<file path="src/rtl/ssvg_pkg.sv">
// Shared constants, types and register codes for the sphere strip vertex generator.
package ssvg_pkg;

  localparam int unsigned MAX_RINGS    = 256;
  localparam int unsigned MAX_SEGMENTS = 256;

  localparam int CNT_W   = 9;
  localparam int DEN_W   = 10;
  localparam int REM_W   = 9;
  localparam int NUM_W   = 28;
  localparam int PH_W    = 16;
  localparam int DATA_W  = 32;
  localparam int INDEX_W = 3;

  localparam int DIV_STEPS  = 7;
  localparam int DIV_LAT    = 4;
  localparam int SC_LAT     = 10;
  localparam int CRD_LAT    = 3;
  localparam int PIPE_LAT   = DIV_LAT + SC_LAT + CRD_LAT;

  localparam logic [31:0] PI_Q30  = 32'd3373259426;
  localparam logic [30:0] ONE_Q30 = 31'h4000_0000;

  // ceil(2^(30+l)/d) with l = ceil(log2 d): exact floor division of any 30-bit value
  localparam logic [31:0] RECIP_42 = 32'(((64'd1 << 36) + 64'd41) / 64'd42);
  localparam logic [31:0] RECIP_56 = 32'(((64'd1 << 36) + 64'd55) / 64'd56);
  localparam logic [31:0] RECIP_20 = 32'(((64'd1 << 35) + 64'd19) / 64'd20);
  localparam logic [31:0] RECIP_30 = 32'(((64'd1 << 35) + 64'd29) / 64'd30);
  localparam logic [31:0] RECIP_6  = 32'(((64'd1 << 33) + 64'd5) / 64'd6);
  localparam logic [31:0] RECIP_12 = 32'(((64'd1 << 34) + 64'd11) / 64'd12);

  typedef enum logic [INDEX_W-1:0] {
    REG_RADIUS_X      = 3'd0,
    REG_RADIUS_Y      = 3'd1,
    REG_RADIUS_Z      = 3'd2,
    REG_OFFSET_X      = 3'd3,
    REG_OFFSET_Y      = 3'd4,
    REG_OFFSET_Z      = 3'd5,
    REG_RING_COUNT    = 3'd6,
    REG_SEGMENT_COUNT = 3'd7
  } reg_idx_t;

  typedef struct packed {
    logic [7:0] ring_index;
    logic [8:0] segment_index;
  } grid_item_t;

  typedef struct packed {
    logic signed [31:0] vert_x;
    logic signed [31:0] vert_y;
    logic signed [31:0] vert_z;
    logic               pair_last;
  } vertex_item_t;

  typedef struct packed {
    logic signed [31:0] radius_x;
    logic signed [31:0] radius_y;
    logic signed [31:0] radius_z;
    logic signed [31:0] offset_x;
    logic signed [31:0] offset_y;
    logic signed [31:0] offset_z;
  } shape_cfg_t;

endpackage

</file>
<file path="src/rtl/ssvg_phase_div.sv">
// Pipelined restoring divider giving the 16-bit turn phase of num / den.
module ssvg_phase_div (
  input  logic                          clk,
  input  logic                          en,
  input  logic [ssvg_pkg::NUM_W-1:0]    num,
  input  logic [ssvg_pkg::DEN_W-1:0]    den,
  output logic [ssvg_pkg::PH_W-1:0]     phase
);

  localparam int NW = ssvg_pkg::NUM_W;
  localparam int DW = ssvg_pkg::DEN_W;
  localparam int RW = ssvg_pkg::REM_W;
  localparam int NS = ssvg_pkg::DIV_LAT;

  logic [RW-1:0] rem_q [NS];
  logic [NW-1:0] x_q   [NS];
  logic [DW-1:0] den_q [NS];

  logic [RW-1:0] rem_d [NS];
  logic [NW-1:0] x_d   [NS];

  // x shifts the dividend out at the top and the quotient in at the bottom
  always_comb begin
    logic [RW-1:0] r;
    logic [NW-1:0] x;
    logic [DW-1:0] d;
    logic [RW:0]   t;
    for (int s = 0; s < NS; s++) begin
      if (s == 0) begin
        r = '0;
        x = num;
        d = den;
      end else begin
        r = rem_q[s-1];
        x = x_q[s-1];
        d = den_q[s-1];
      end
      for (int i = 0; i < ssvg_pkg::DIV_STEPS; i++) begin
        t = {r, x[NW-1]};
        x = {x[NW-2:0], 1'b0};
        if (t >= (RW+1)'(d)) begin
          r    = RW'(t - (RW+1)'(d));
          x[0] = 1'b1;
        end else begin
          r = t[RW-1:0];
        end
      end
      rem_d[s] = r;
      x_d[s]   = x;
    end
  end

  always_ff @(posedge clk) begin
    if (en) begin
      for (int s = 0; s < NS; s++) begin
        rem_q[s] <= rem_d[s];
        x_q[s]   <= x_d[s];
        den_q[s] <= (s == 0) ? den : den_q[s-1];
      end
    end
  end

  assign phase = x_q[NS-1][ssvg_pkg::PH_W-1:0];

endmodule

</file>
<file path="config.mk">
export PLATFORM = sky130hd
export DESIGN_NAME = ssvg_phase_div
export DESIGN_NICKNAME = d
export VERILOG_FILES = /design/src/rtl/ssvg_pkg.sv /design/src/rtl/ssvg_phase_div.sv
export SDC_FILE = /design/constraint.sdc
export NUM_CORES = 1
export LEC_CHECK = 0
export BUFFER_PORTS_ARGS = -buffer_cell sky130_fd_sc_hd__buf_2
export CAP_MARGIN = 20
export CORE_MARGIN = 2
export CORE_UTILIZATION = 35
export CTS_CLUSTER_DIAMETER = 40
export DETAILED_ROUTE_END_ITERATION = 7
export GPL_TIMING_DRIVEN = 1
export SETUP_SLACK_MARGIN = 0.3
export SLEW_MARGIN = 25
export SYNTH_ARGS = -nofsm -noshare
export SYNTH_HDL_FRONTEND = slang
export SYNTH_SLANG_ARGS = --single-unit
</file>
<file path="constraint.sdc">
create_clock -name clk -period 16.4 [get_ports clk]
set_input_delay 0 -clock clk [delete_from_list [all_inputs] [get_ports clk]]
set_output_delay 0 -clock clk [all_outputs]
set_load 0.1 [all_outputs]
</file>
Word-level counts from Yosys, hierarchy flattened
Memories as Yosys holds them, arrays and structs flattened. Cells that the tools add are included.

Register bits after elaboration: 0. RAM bits: 188. Input port bits: 40. Output and inout bits: 16. Word-level logic and storage cells: 117. Memories: 3.

Memories: x_q (words 4, bits a word 28, read ports 4, clocked after Yosys merged registers in 0, wr ports 4, RTL line ssvg_phase_div.sv:16) `logic [NW-1:0] x_q [NS];`; den_q (words 4, bits a word 10, read ports 3, clocked after Yosys merged registers in 0, wr ports 4, RTL line ssvg_phase_div.sv:17) `logic [DW-1:0] den_q [NS];`; rem_q (words 4, bits a word 9, read ports 3, clocked after Yosys merged registers in 0, wr ports 4, RTL line ssvg_phase_div.sv:15) `logic [RW-1:0] rem_q [NS];`.

$add $sub $neg: 28. Magnitude comparators: 28. Muxes and demuxes: 58.

Operators with widths (number): $ge A10 B10 Y1 (27); $mux W9 (28); $sub A9 B9 Y9 (27); $mux W1 (30); $ge A1 B10 Y1 (1); $sub A1 B9 Y9 (1).

Depth between registers and ports, before layout
Gate-level depths: netlist (run 1).

Word-level depth: 14. Depth in mapped cells: 68. Gate-level depth less buffers: 61.

Least setup slack after synthesis (run 1)
No wires, ideal clock.

Path kind: register to register. From: memory den_q[1][1] in the netlist's numbering. To: memory rem_q[2][2] in the netlist's numbering (data pin). Setup time: 260 ps. Arrival: 12311 ps. Required time: 16140 ps. Setup slack: 3829 ps. Cell stages (with the launch flop): 62. Buffers on the path: 6. Clock period less this slack: 12571 ps. Cell sequence: edfxtp_1 -> inv_1 -> fa_1 -> a211oi_1 -> o21ai_0 -> and2_1 -> nor2_4 -> a21o_1 -> inv_1 -> fa_1 -> nand2b_1 -> a21oi_1 -> o21ai_1 -> a21o_2 -> inv_2 -> buf_2 -> mux2_2 -> ha_1 -> (+26 left out) -> a21oi_1 -> nor2_1 -> o21ai_0 -> a21o_1 -> inv_1 -> clkbuf_1 -> nor2_1 -> a21oi_1 -> fa_1 -> a21o_1 -> a21oi_2 -> nor2_1 -> a2111oi_0 -> nand2b_1 -> a21o_1 -> buf_4 -> inv_2 -> mux2_2.

RTL lines (RTL line): start, declared (ssvg_phase_div.sv:17); end, declared (ssvg_phase_div.sv:15).

==> summary.md, run 1 <==
### Floorplan
• **num ports** 56
• **Horiz. Die Dim** 228 um
• **Site Rows** 82
• **DIE AREA** 0.0519 sq mm
• **floorplan core area** 0.0498 sq mm
• **Die Y** 228 um
• **initial cell density of the core** 35.2%

### Synth
• **largest family of logic cells by synthesized area** compound AO/OA/AOI/OAI gates
• **Post-Syn Area** 0.0175 sq mm
• **most frequently used flop master after synthesis** edfxtp_1
• **cell type with the highest aggregate area in the netlist** edfxtp_1
• **leading cell types by count after synthesis** ha_1 (272), nor2_1 (183), inv_1 (158)
• **most frequent cell after synthesis** ha_1
• **Yosys reg bits** 126
• **complex-gate fraction of the synthesized area** 24.6%
• **multiplexer fraction of the synthesized cell area** 5.53%
• **ranking of synthesized cells by area** edfxtp_1 (22%), ha_1 (19%), a21oi_1 (4.5%), nor2_1 (3.9%), xnor2_1 (3.5%)
• **number of standard cells after synthesis** 2,002
• **adder and majority cell fraction of the synthesized area** 22.4%
• **post-synthesis area per instance** 8.75 sq um
• **synthesized-area fraction occupied by and/or/nand/nor cells** 15.1%
• **fraction of synthesized cell area in xor and xnor cells** 6.55%
• **share of synthesized area occupied by flip-flops and latches** 21.6%
• **count of flip-flops with a built-in enable after synthesis** 126
• **area fraction of the dominant cell type after synthesis** 21.6%
• **number of unique standard cell types used by synthesis** 99
• **number of warnings reported in the yosys synthesis log** 0
• **Synth async-reset ratio** 0%
• **number of nets in the synthesized netlist** 2,340

### Critical path
• **Crit Reg-Reg Endpoint** rem_q[2][3]$_DFFE_PP_
• **worst path required time** 16.61 ns
• **worst-case reg-to-reg path depth** 58
• **Crit path largest cell delay** 0.54 ns
• **crit path DAT** 15.04 ns
• **Slowest cell on crit path** fa_1
• **R2R Setup Slk** 1.57 ns
• **Crit Path Class** reg2reg
• **nature of the critical path startpoint** flop
• **RR Startpoint** den_q[1][1]$_DFFE_PP_
• **category of the worst setup path capture point** flop
• **Most common cell on crit path** a21o_1
• **largest fanout of any net on the critical path** 13

### STA
• **number of failing hold endpoints at the final stage** 0
• **unrepaired setup endpoints after global routing** false
• **setup_tns** 0 ns
• **shortest clock period the worst path allows after layout** 14.83 ns
• **final period utilization** 90.4%
• **Achievable Freq** 67.4 MHz
• **Slew headroom** 42.0%
• **Finish-stage setup viols** 0
• **worst clock skew** 0.0188 ns
• **Final Max Tran Viols** 0
• **transition time of the tightest slew-check pin** 0.866 ns

### Clock tree
• **clock slew at the register clock pins of the worst setup and hold paths** 0.08 ns
• **Bufs on Longest Clock Path** 2
• **insertion delay of the later-clocked pin in the worst-skew pair** 0.47 ns
• **number of clock sinks** 126
• **maximum level of the CTS H-tree** 4
• **Root Driver** clkbuf_16
• **TritonCTS clock tree** done
• **total clock buffers created by CTS** 17

### Route
• **Iteration-0 DRC Markers** 905
• **Routed WL** 47.3 mm
• **total vias in the final route** 15,328
• **drt via density** 5.52
• **routed len/inst** 17.1 um
• **Detail Route Antenna Nets** 0
• **DRC violation count after routing** 0
• **drt pass-1 iters** 5

### Global route
• **pin count of the biggest net entering global routing** 68
• **global-route total usage across every layer** 18.4%
• **vias in the first global route** 15,085
• **grt total ovfl** 0
• **wire length of the first global-routing pass** 77.4 mm
• **initial antenna violation count** 0

### Flow run
• **max-capacitance violation count** 0

### Finish
• **Antenna Diode Count** 0
• **Layout area overhead** 11.5%
• **Storage cell area** 0.00378 sq mm
• **post-route cell area** 0.0195 sq mm
• **# nets final** 2,428
• **area occupied by multi-input gates** 0.0130 sq mm
• **post-route insts no fill** 2,775
• **number of fillers in the final layout** 4,988
• **layout cell share with drive strength beyond 1** 11.3%

### Hold path
• **class of the most critical hold timing path** in2reg
• **count of cells along the worst hold path** 1
• **end point of the most critical hold path** x_q[0][23]$_DFFE_PP_
• **startpoint of the worst hold path** en

### Placement
• **Port-buffer cells** 55
• **detailed-placement wirelength estimate** 36.9 mm
• **weighted congestion at the end of routability-driven global placement** 0.929
• **standard cell area after detailed placement** 0.0186 sq mm
• **placed cell count** 2,706

### Run status
• **status** finished, final reports clean

[flip-flops by register name, summed over array words and instances, names as in the netlist]
signal / flops
x_q: 69
den_q: 30
rem_q: 27
[critical path: cells and delay by family (launching register included)]
family / cells / cell delay [ns]
mux: 3 / 0.92
fa+ha+maj: 7 / 2.83
compound gates: 26 / 6.29
buf+inv: 10 / 1.95
flops: 1 / 0.51
simple gates: 12 / 2.05
[through the flow]
stage                     worst slack (ns)  util, %  hold WS (ns)
after floorplan                       3.83        -        0.0989
after global placement                1.62     37.3         0.177
after detailed placement              1.15     37.3         0.179
after CTS                             1.09     39.1        0.0138
after global routing                 0.342     39.3        0.0320
final                                 1.57     39.3        0.0150
[how the worst max path moves through the flow]
stage / startpoint / end / slack, ns / cells past startpoint
floorplan: den_q[1][1]$_DFFE_PP_ / rem_q[2][2]$_DFFE_PP_ / 3.83 / 61
global placement: den_q[1][1]$_DFFE_PP_ / rem_q[2][3]$_DFFE_PP_ / 1.62 / 56
detailed placement: den_q[1][1]$_DFFE_PP_ / rem_q[2][7]$_DFFE_PP_ / 1.15 / 56
CTS: den_q[1][1]$_DFFE_PP_ / rem_q[2][3]$_DFFE_PP_ / 1.09 / 56
global route: den_q[1][1]$_DFFE_PP_ / rem_q[2][3]$_DFFE_PP_ / 0.34 / 57
finish: den_q[1][1]$_DFFE_PP_ / rem_q[2][3]$_DFFE_PP_ / 1.57 / 58
[per-layer routing]
metal	global-route usage, %	share of wire, %	up-vias
li1	-	-	7670
met1	24.0	47	7238
met2	30.8	46	349
met3	2.48	3.8	71
met4	6.76	2.6	0
met5	0	0	-
[area by class of cell]
| cell class | instances | area share, % |
|---|---|---|
| clock buffer | 17 | 2.18 |
| clock inverter | 15 | 0.871 |
| inverter | 165 | 3.19 |
| multi-input combinational | 1683 | 66.6 |
| sequential | 126 | 19.4 |
| tap | 672 | 4.30 |
| timing repair buffer | 97 | 3.46 |
[layout by cell type, fill, tap and decap left out, types with 9 or more instances in the layout]
cell / n
o21ai_1: 11
nor2_1: 183
nand2_1: 110
nand3_1: 31
inv_1: 157
dlygate4sd3_1: 32
edfxtp_1: 126
xor2_1: 60
o31a_1: 15
a21o_1: 77
nor3_1: 35
a21boi_0: 12
mux2_4: 9
nor2b_1: 27
o21bai_1: 16
nor3b_1: 14
buf_4: 10
nand4_1: 42
xnor2_1: 71
a31oi_1: 17
o211ai_1: 13
a21oi_2: 10
or3_1: 13
nand2b_1: 21
mux2_2: 50
o21a_1: 40
clkbuf_16: 17
ha_1: 272
o31ai_1: 19
a211oi_1: 41
or2_2: 14
fa_1: 26
buf_2: 54
and2_1: 9
a21oi_1: 155
o21ai_0: 110
mux2i_1: 27
[what timing repair did]
| action | 4_1_cts | 5_1_grt |
|---|---|---|
| endpoints found under the hold margin | 32 | 0 |
| resized for setup | 0 | 5 |
| hold buffers | 32 | 0 |
| endpoints found under the setup margin | 0 | 10 |
| buffers inserted | 0 | 5 |
[cells by family after synthesis]
logic type                 after synthesis
AOI/OAI and AO/OA                      631
adders and majority gates              298
DFF                                    126
xor gates and xnor gates               131
muxes                                   86
buffers and inverters                  193
and+or+nand+nor                        537
Power of run 1 is left out: the tool's default activity adds up to more than one toggle a clock period on the data nets, which glitch-free logic cannot reach.
==> inputs of run 2 (changes only) <==
ABC_AREA = 1   (was unset)
PLACE_DENSITY = 0.48   (was unset)
==> run 2 against run 1 <==
  * Via count increased by 6.9%
  * Die area increased by 2.5%
  * Clock skew decreased by 0.00050 ns
  * First-iteration DRC count decreased by 10%
  * Maximum frequency increased by 4.0%
  * Global-route usage increased by 1.2 points
  * Largest cell class unchanged
  * Highest routed layer unchanged
==> summary.md, run 2 <==
### Synth
• **ranking of synthesized cells by area** edfxtp_1 (21%), ha_1 (19%), nand2_1 (14%), inv_1 (6.7%), nand3_1 (5.5%), was edfxtp_1 (22%), ha_1 (19%), a21oi_1 (4.5%), nor2_1 (3.9%), xnor2_1 (3.5%)
• **area fraction of the dominant cell type after synthesis** 21.1%, was 21.6%
• **share of synthesized area occupied by flip-flops and latches** 21.1%, was 21.6%
• **Post-Syn Area** 0.0180 sq mm, was 0.0175 sq mm
• **count of flip-flops with a built-in enable after synthesis** 126, unchanged
• **Yosys reg bits** 126, unchanged
• **number of standard cells after synthesis** 2,496, was 2,002
• **post-synthesis area per instance** 7.20 sq um, was 8.75 sq um
• **number of nets in the synthesized netlist** 2,834, was 2,340
• **cell type with the highest aggregate area in the netlist** edfxtp_1, unchanged
• **most frequent cell after synthesis** nand2_1, was ha_1
• **leading cell types by count after synthesis** nand2_1 (672), inv_1 (320), ha_1 (272), was ha_1 (272), nor2_1 (183), inv_1 (158)
• **most frequently used flop master after synthesis** edfxtp_1, unchanged
• **Synth async-reset ratio** 0%, unchanged
• **number of warnings reported in the yosys synthesis log** 0, unchanged
• **number of unique standard cell types used by synthesis** 59, was 99

### Route
• **drt via density** 5.01, was 5.52
• **Routed WL** 50.9 mm, was 47.3 mm
• **total vias in the final route** 16,378, was 15,328
• **drt pass-1 iters** 5, unchanged
• **Iteration-0 DRC Markers** 810, was 905
• **Detail Route Antenna Nets** 0, unchanged
• **DRC violation count after routing** 0, unchanged
• **routed len/inst** 15.5 um, was 17.1 um

### Floorplan
• **floorplan core area** 0.0510 sq mm, was 0.0498 sq mm
• **Horiz. Die Dim** 231 um, was 228 um
• **Site Rows** 83, was 82
• **DIE AREA** 0.0532 sq mm, was 0.0519 sq mm
• **Die Y** 231 um, was 228 um
• **num ports** 56, unchanged
• **initial cell density of the core** 35.2%, about the same

### Critical path
• **R2R Setup Slk** 2.13 ns, was 1.57 ns
• **Crit Reg-Reg Endpoint** rem_q[1][2]$_DFFE_PP_, was rem_q[2][3]$_DFFE_PP_
• **capturing instance or port of the critical path** rem_q[1][2]$_DFFE_PP_, was rem_q[2][3]$_DFFE_PP_
• **nature of the critical path startpoint** flop, unchanged
• **Most common cell on crit path** nand2_1, was a21o_1
• **crit path DAT** 14.46 ns, was 15.04 ns
• **largest fanout of any net on the critical path** 15, was 13
• **Slowest cell on crit path** edfxtp_1, was fa_1
• **launching instance or port of the critical path** den_q[0][1]$_DFFE_PP_, was den_q[1][1]$_DFFE_PP_
• **Crit path largest cell delay** 0.70 ns, was 0.54 ns
• **category of the worst setup path capture point** flop, unchanged
• **Crit Path Class** reg2reg, unchanged
• **worst path required time** 16.60 ns, was 16.61 ns
• **worst-case reg-to-reg path depth** 69, was 58
• **RR Startpoint** den_q[0][1]$_DFFE_PP_, was den_q[1][1]$_DFFE_PP_

### Finish
• **# nets final** 2,920, was 2,428
• **Layout area overhead** 10.2%, was 11.5%
• **layout cell share with drive strength beyond 1** 7.80%, was 11.3%
• **Storage cell area** 0.00378 sq mm, unchanged
• **post-route cell area** 0.0198 sq mm, was 0.0195 sq mm
• **Antenna Diode Count** 0, unchanged
• **biggest regs** x_q (69), den_q (30), rem_q (27), unchanged
• **most common library cell in the layout ignoring fill and taps** nand2_1, was ha_1
• **number of fillers in the final layout** 5,321, was 4,988
• **register with the highest flop count** x_q, unchanged
• **number of flip-flops under the largest register name** 69, unchanged
• **area occupied by multi-input gates** 0.0128 sq mm, was 0.0130 sq mm
• **leading cell types in the layout, fill and taps excluded** nand2_1 (672), inv_1 (320), ha_1 (272), nand3_1 (199), a21oi_1 (168), was ha_1 (272), nor2_1 (183), inv_1 (157), a21oi_1 (155), edfxtp_1 (126)

### STA
• **number of failing hold endpoints at the final stage** 0, unchanged
• **transition time of the tightest slew-check pin** 0.927 ns, was 0.866 ns
• **setup_tns** 0 ns, unchanged
• **Slew headroom** 38.2%, was 42.0%
• **Final Max Tran Viols** 0, unchanged
• **final period utilization** 87.0%, was 90.4%
• **shortest clock period the worst path allows after layout** 14.27 ns, was 14.83 ns
• **Finish-stage setup viols** 0, unchanged
• **unrepaired setup endpoints after global routing** false, unchanged
• **Achievable Freq** 70.1 MHz, was 67.4 MHz
• **worst clock skew** 0.0183 ns, was 0.0188 ns

### Clock tree
• **clock slew at the register clock pins of the worst setup and hold paths** 0.07 ns, was 0.08 ns
• **total clock buffers created by CTS** 17, unchanged
• **Root Driver** clkbuf_16, unchanged
• **TritonCTS clock tree** done, unchanged
• **maximum level of the CTS H-tree** 4, unchanged
• **Bufs on Longest Clock Path** 2, unchanged
• **number of clock sinks** 126, unchanged
• **insertion delay of the later-clocked pin in the worst-skew pair** 0.47 ns, about the same
• **setup fix buffers added after clock tree synthesis** 0, unchanged

### Placement
• **Port-buffer cells** 55, unchanged
• **standard cell area after detailed placement** 0.0189 sq mm, was 0.0186 sq mm
• **weighted congestion at the end of routability-driven global placement** 0.928, was 0.929
• **detailed-placement wirelength estimate** 40.0 mm, was 36.9 mm

### Global route
• **wire length of the first global-routing pass** 82.1 mm, was 77.4 mm
• **vias in the first global route** 15,996, was 15,085
• **global-route total usage across every layer** 19.5%, was 18.4%
• **pin count of the biggest net entering global routing** 67, was 68
• **grt total ovfl** 0, unchanged
• **initial antenna violation count** 0, unchanged

### Hold path
• **class of the most critical hold timing path** in2reg, unchanged

### Run status
• **status** finished, final reports clean, unchanged

### Flow run
• **max-capacitance violation count** 0, unchanged

==> run 2: cell count changes in the layout (fill, tap and decap cells not counted), sizes merged, moves of 27 or more <==
cell | before | now
a21o | 80 | 16
nor2b | 27 | 0
nand2 | 110 | 681
a211oi | 42 | 2
nor2 | 186 | 130
nand3 | 31 | 204
inv | 172 | 328
o21a | 41 | 6
mux2 | 59 | 0
and2 | 9 | 41
or2 | 14 | 44
==> run 2: worst min path at each step <==
stage	startpoint	to	slack, ns	cells past startpoint
4_1_cts	en	x_q[0][26]$_DFFE_PP_	0.02	1
3_5_place_dp	num[17]	x_q[0][24]$_DFFE_PP_	0.18	1
5_1_grt	en	x_q[0][26]$_DFFE_PP_	0.04	1
2_1_floorplan	den[0]	den_q[0][0]$_DFFE_PP_	0.1	0
3_3_place_gp	num[2]	x_q[0][9]$_DFFE_PP_	0.18	1
6_report	en	x_q[0][26]$_DFFE_PP_	0.02	1
==> run 2: cells by family (layout without fill, tap and decap cells) <==
kind of cell             Yosys count  in the layout  share of synthesized area (%)
AO/OA/AOI/OAI                    409            409                           13.6
XOR/XNOR                         139            139                           6.77
adder cells (fa/ha/maj)          298            298                           21.8
buffers and inverters            353            448                           7.98
flip-flops                       126            126                           21.1
multiplexers                       1              1                         0.0557
AND/OR/NAND/NOR                 1170           1170                           28.7
==> run 2: area by class of cell <==
type,count,area share [%]
Clock buffer,18,2.17
Clock inverter,10,0.512
Inverter,331,6.34
Multi-Input combinational cell,2017,64.5
Sequential cell,126,19.1
Tap cell,680,4.30
Timing Repair Buffer,89,3.12
==> run 2: metal layers <==
layer | vias up | wire length [um] | GRT usage (%) | part of all wire, %
li1 | 8571 | - | - | -
met1 | 7448 | 23900 | 25.1 | 47
met2 | 295 | 24200 | 33.8 | 48
met3 | 64 | 1660 | 2.80 | 3.3
met4 | 0 | 1090 | 5.93 | 2.1
met5 | - | 0 | 0 | 0
==> run 2: stage by stage <==
step / cells / hold WS, ns / worst slack, ns / util, %
2_1_floorplan: 2496 / 0.0989 / 5.98 / -
6_report: 3271 / 0.0238 / 2.13 / 38.8
4_1_cts: 3271 / 0.0191 / 1.82 / 38.8
5_1_grt: 3271 / 0.0368 / 0.510 / 38.8
3_5_place_dp: 3211 / 0.178 / 1.85 / 37.1
3_3_place_gp: 3211 / 0.178 / 1.92 / 37.1
==> run 2: what timing repair did <==
action                                  CTS  global route
hold buffers                             32             0
endpoints found under the setup margin    0             5
resized for setup                         0             1
hold endpoints to repair                 32             0
==> run 2: worst max-delay path, delay by kind of cell (launching register included) <==
| kind | cells | cell delay [ns] |
|---|---|---|
| compound gates | 24 | 4.97 |
| fa+ha+maj | 7 | 2.69 |
| buf+inv | 10 | 1.97 |
| flops | 1 | 0.70 |
| simple gates | 28 | 3.67 |
Power of run 2 is left out for the same reason.
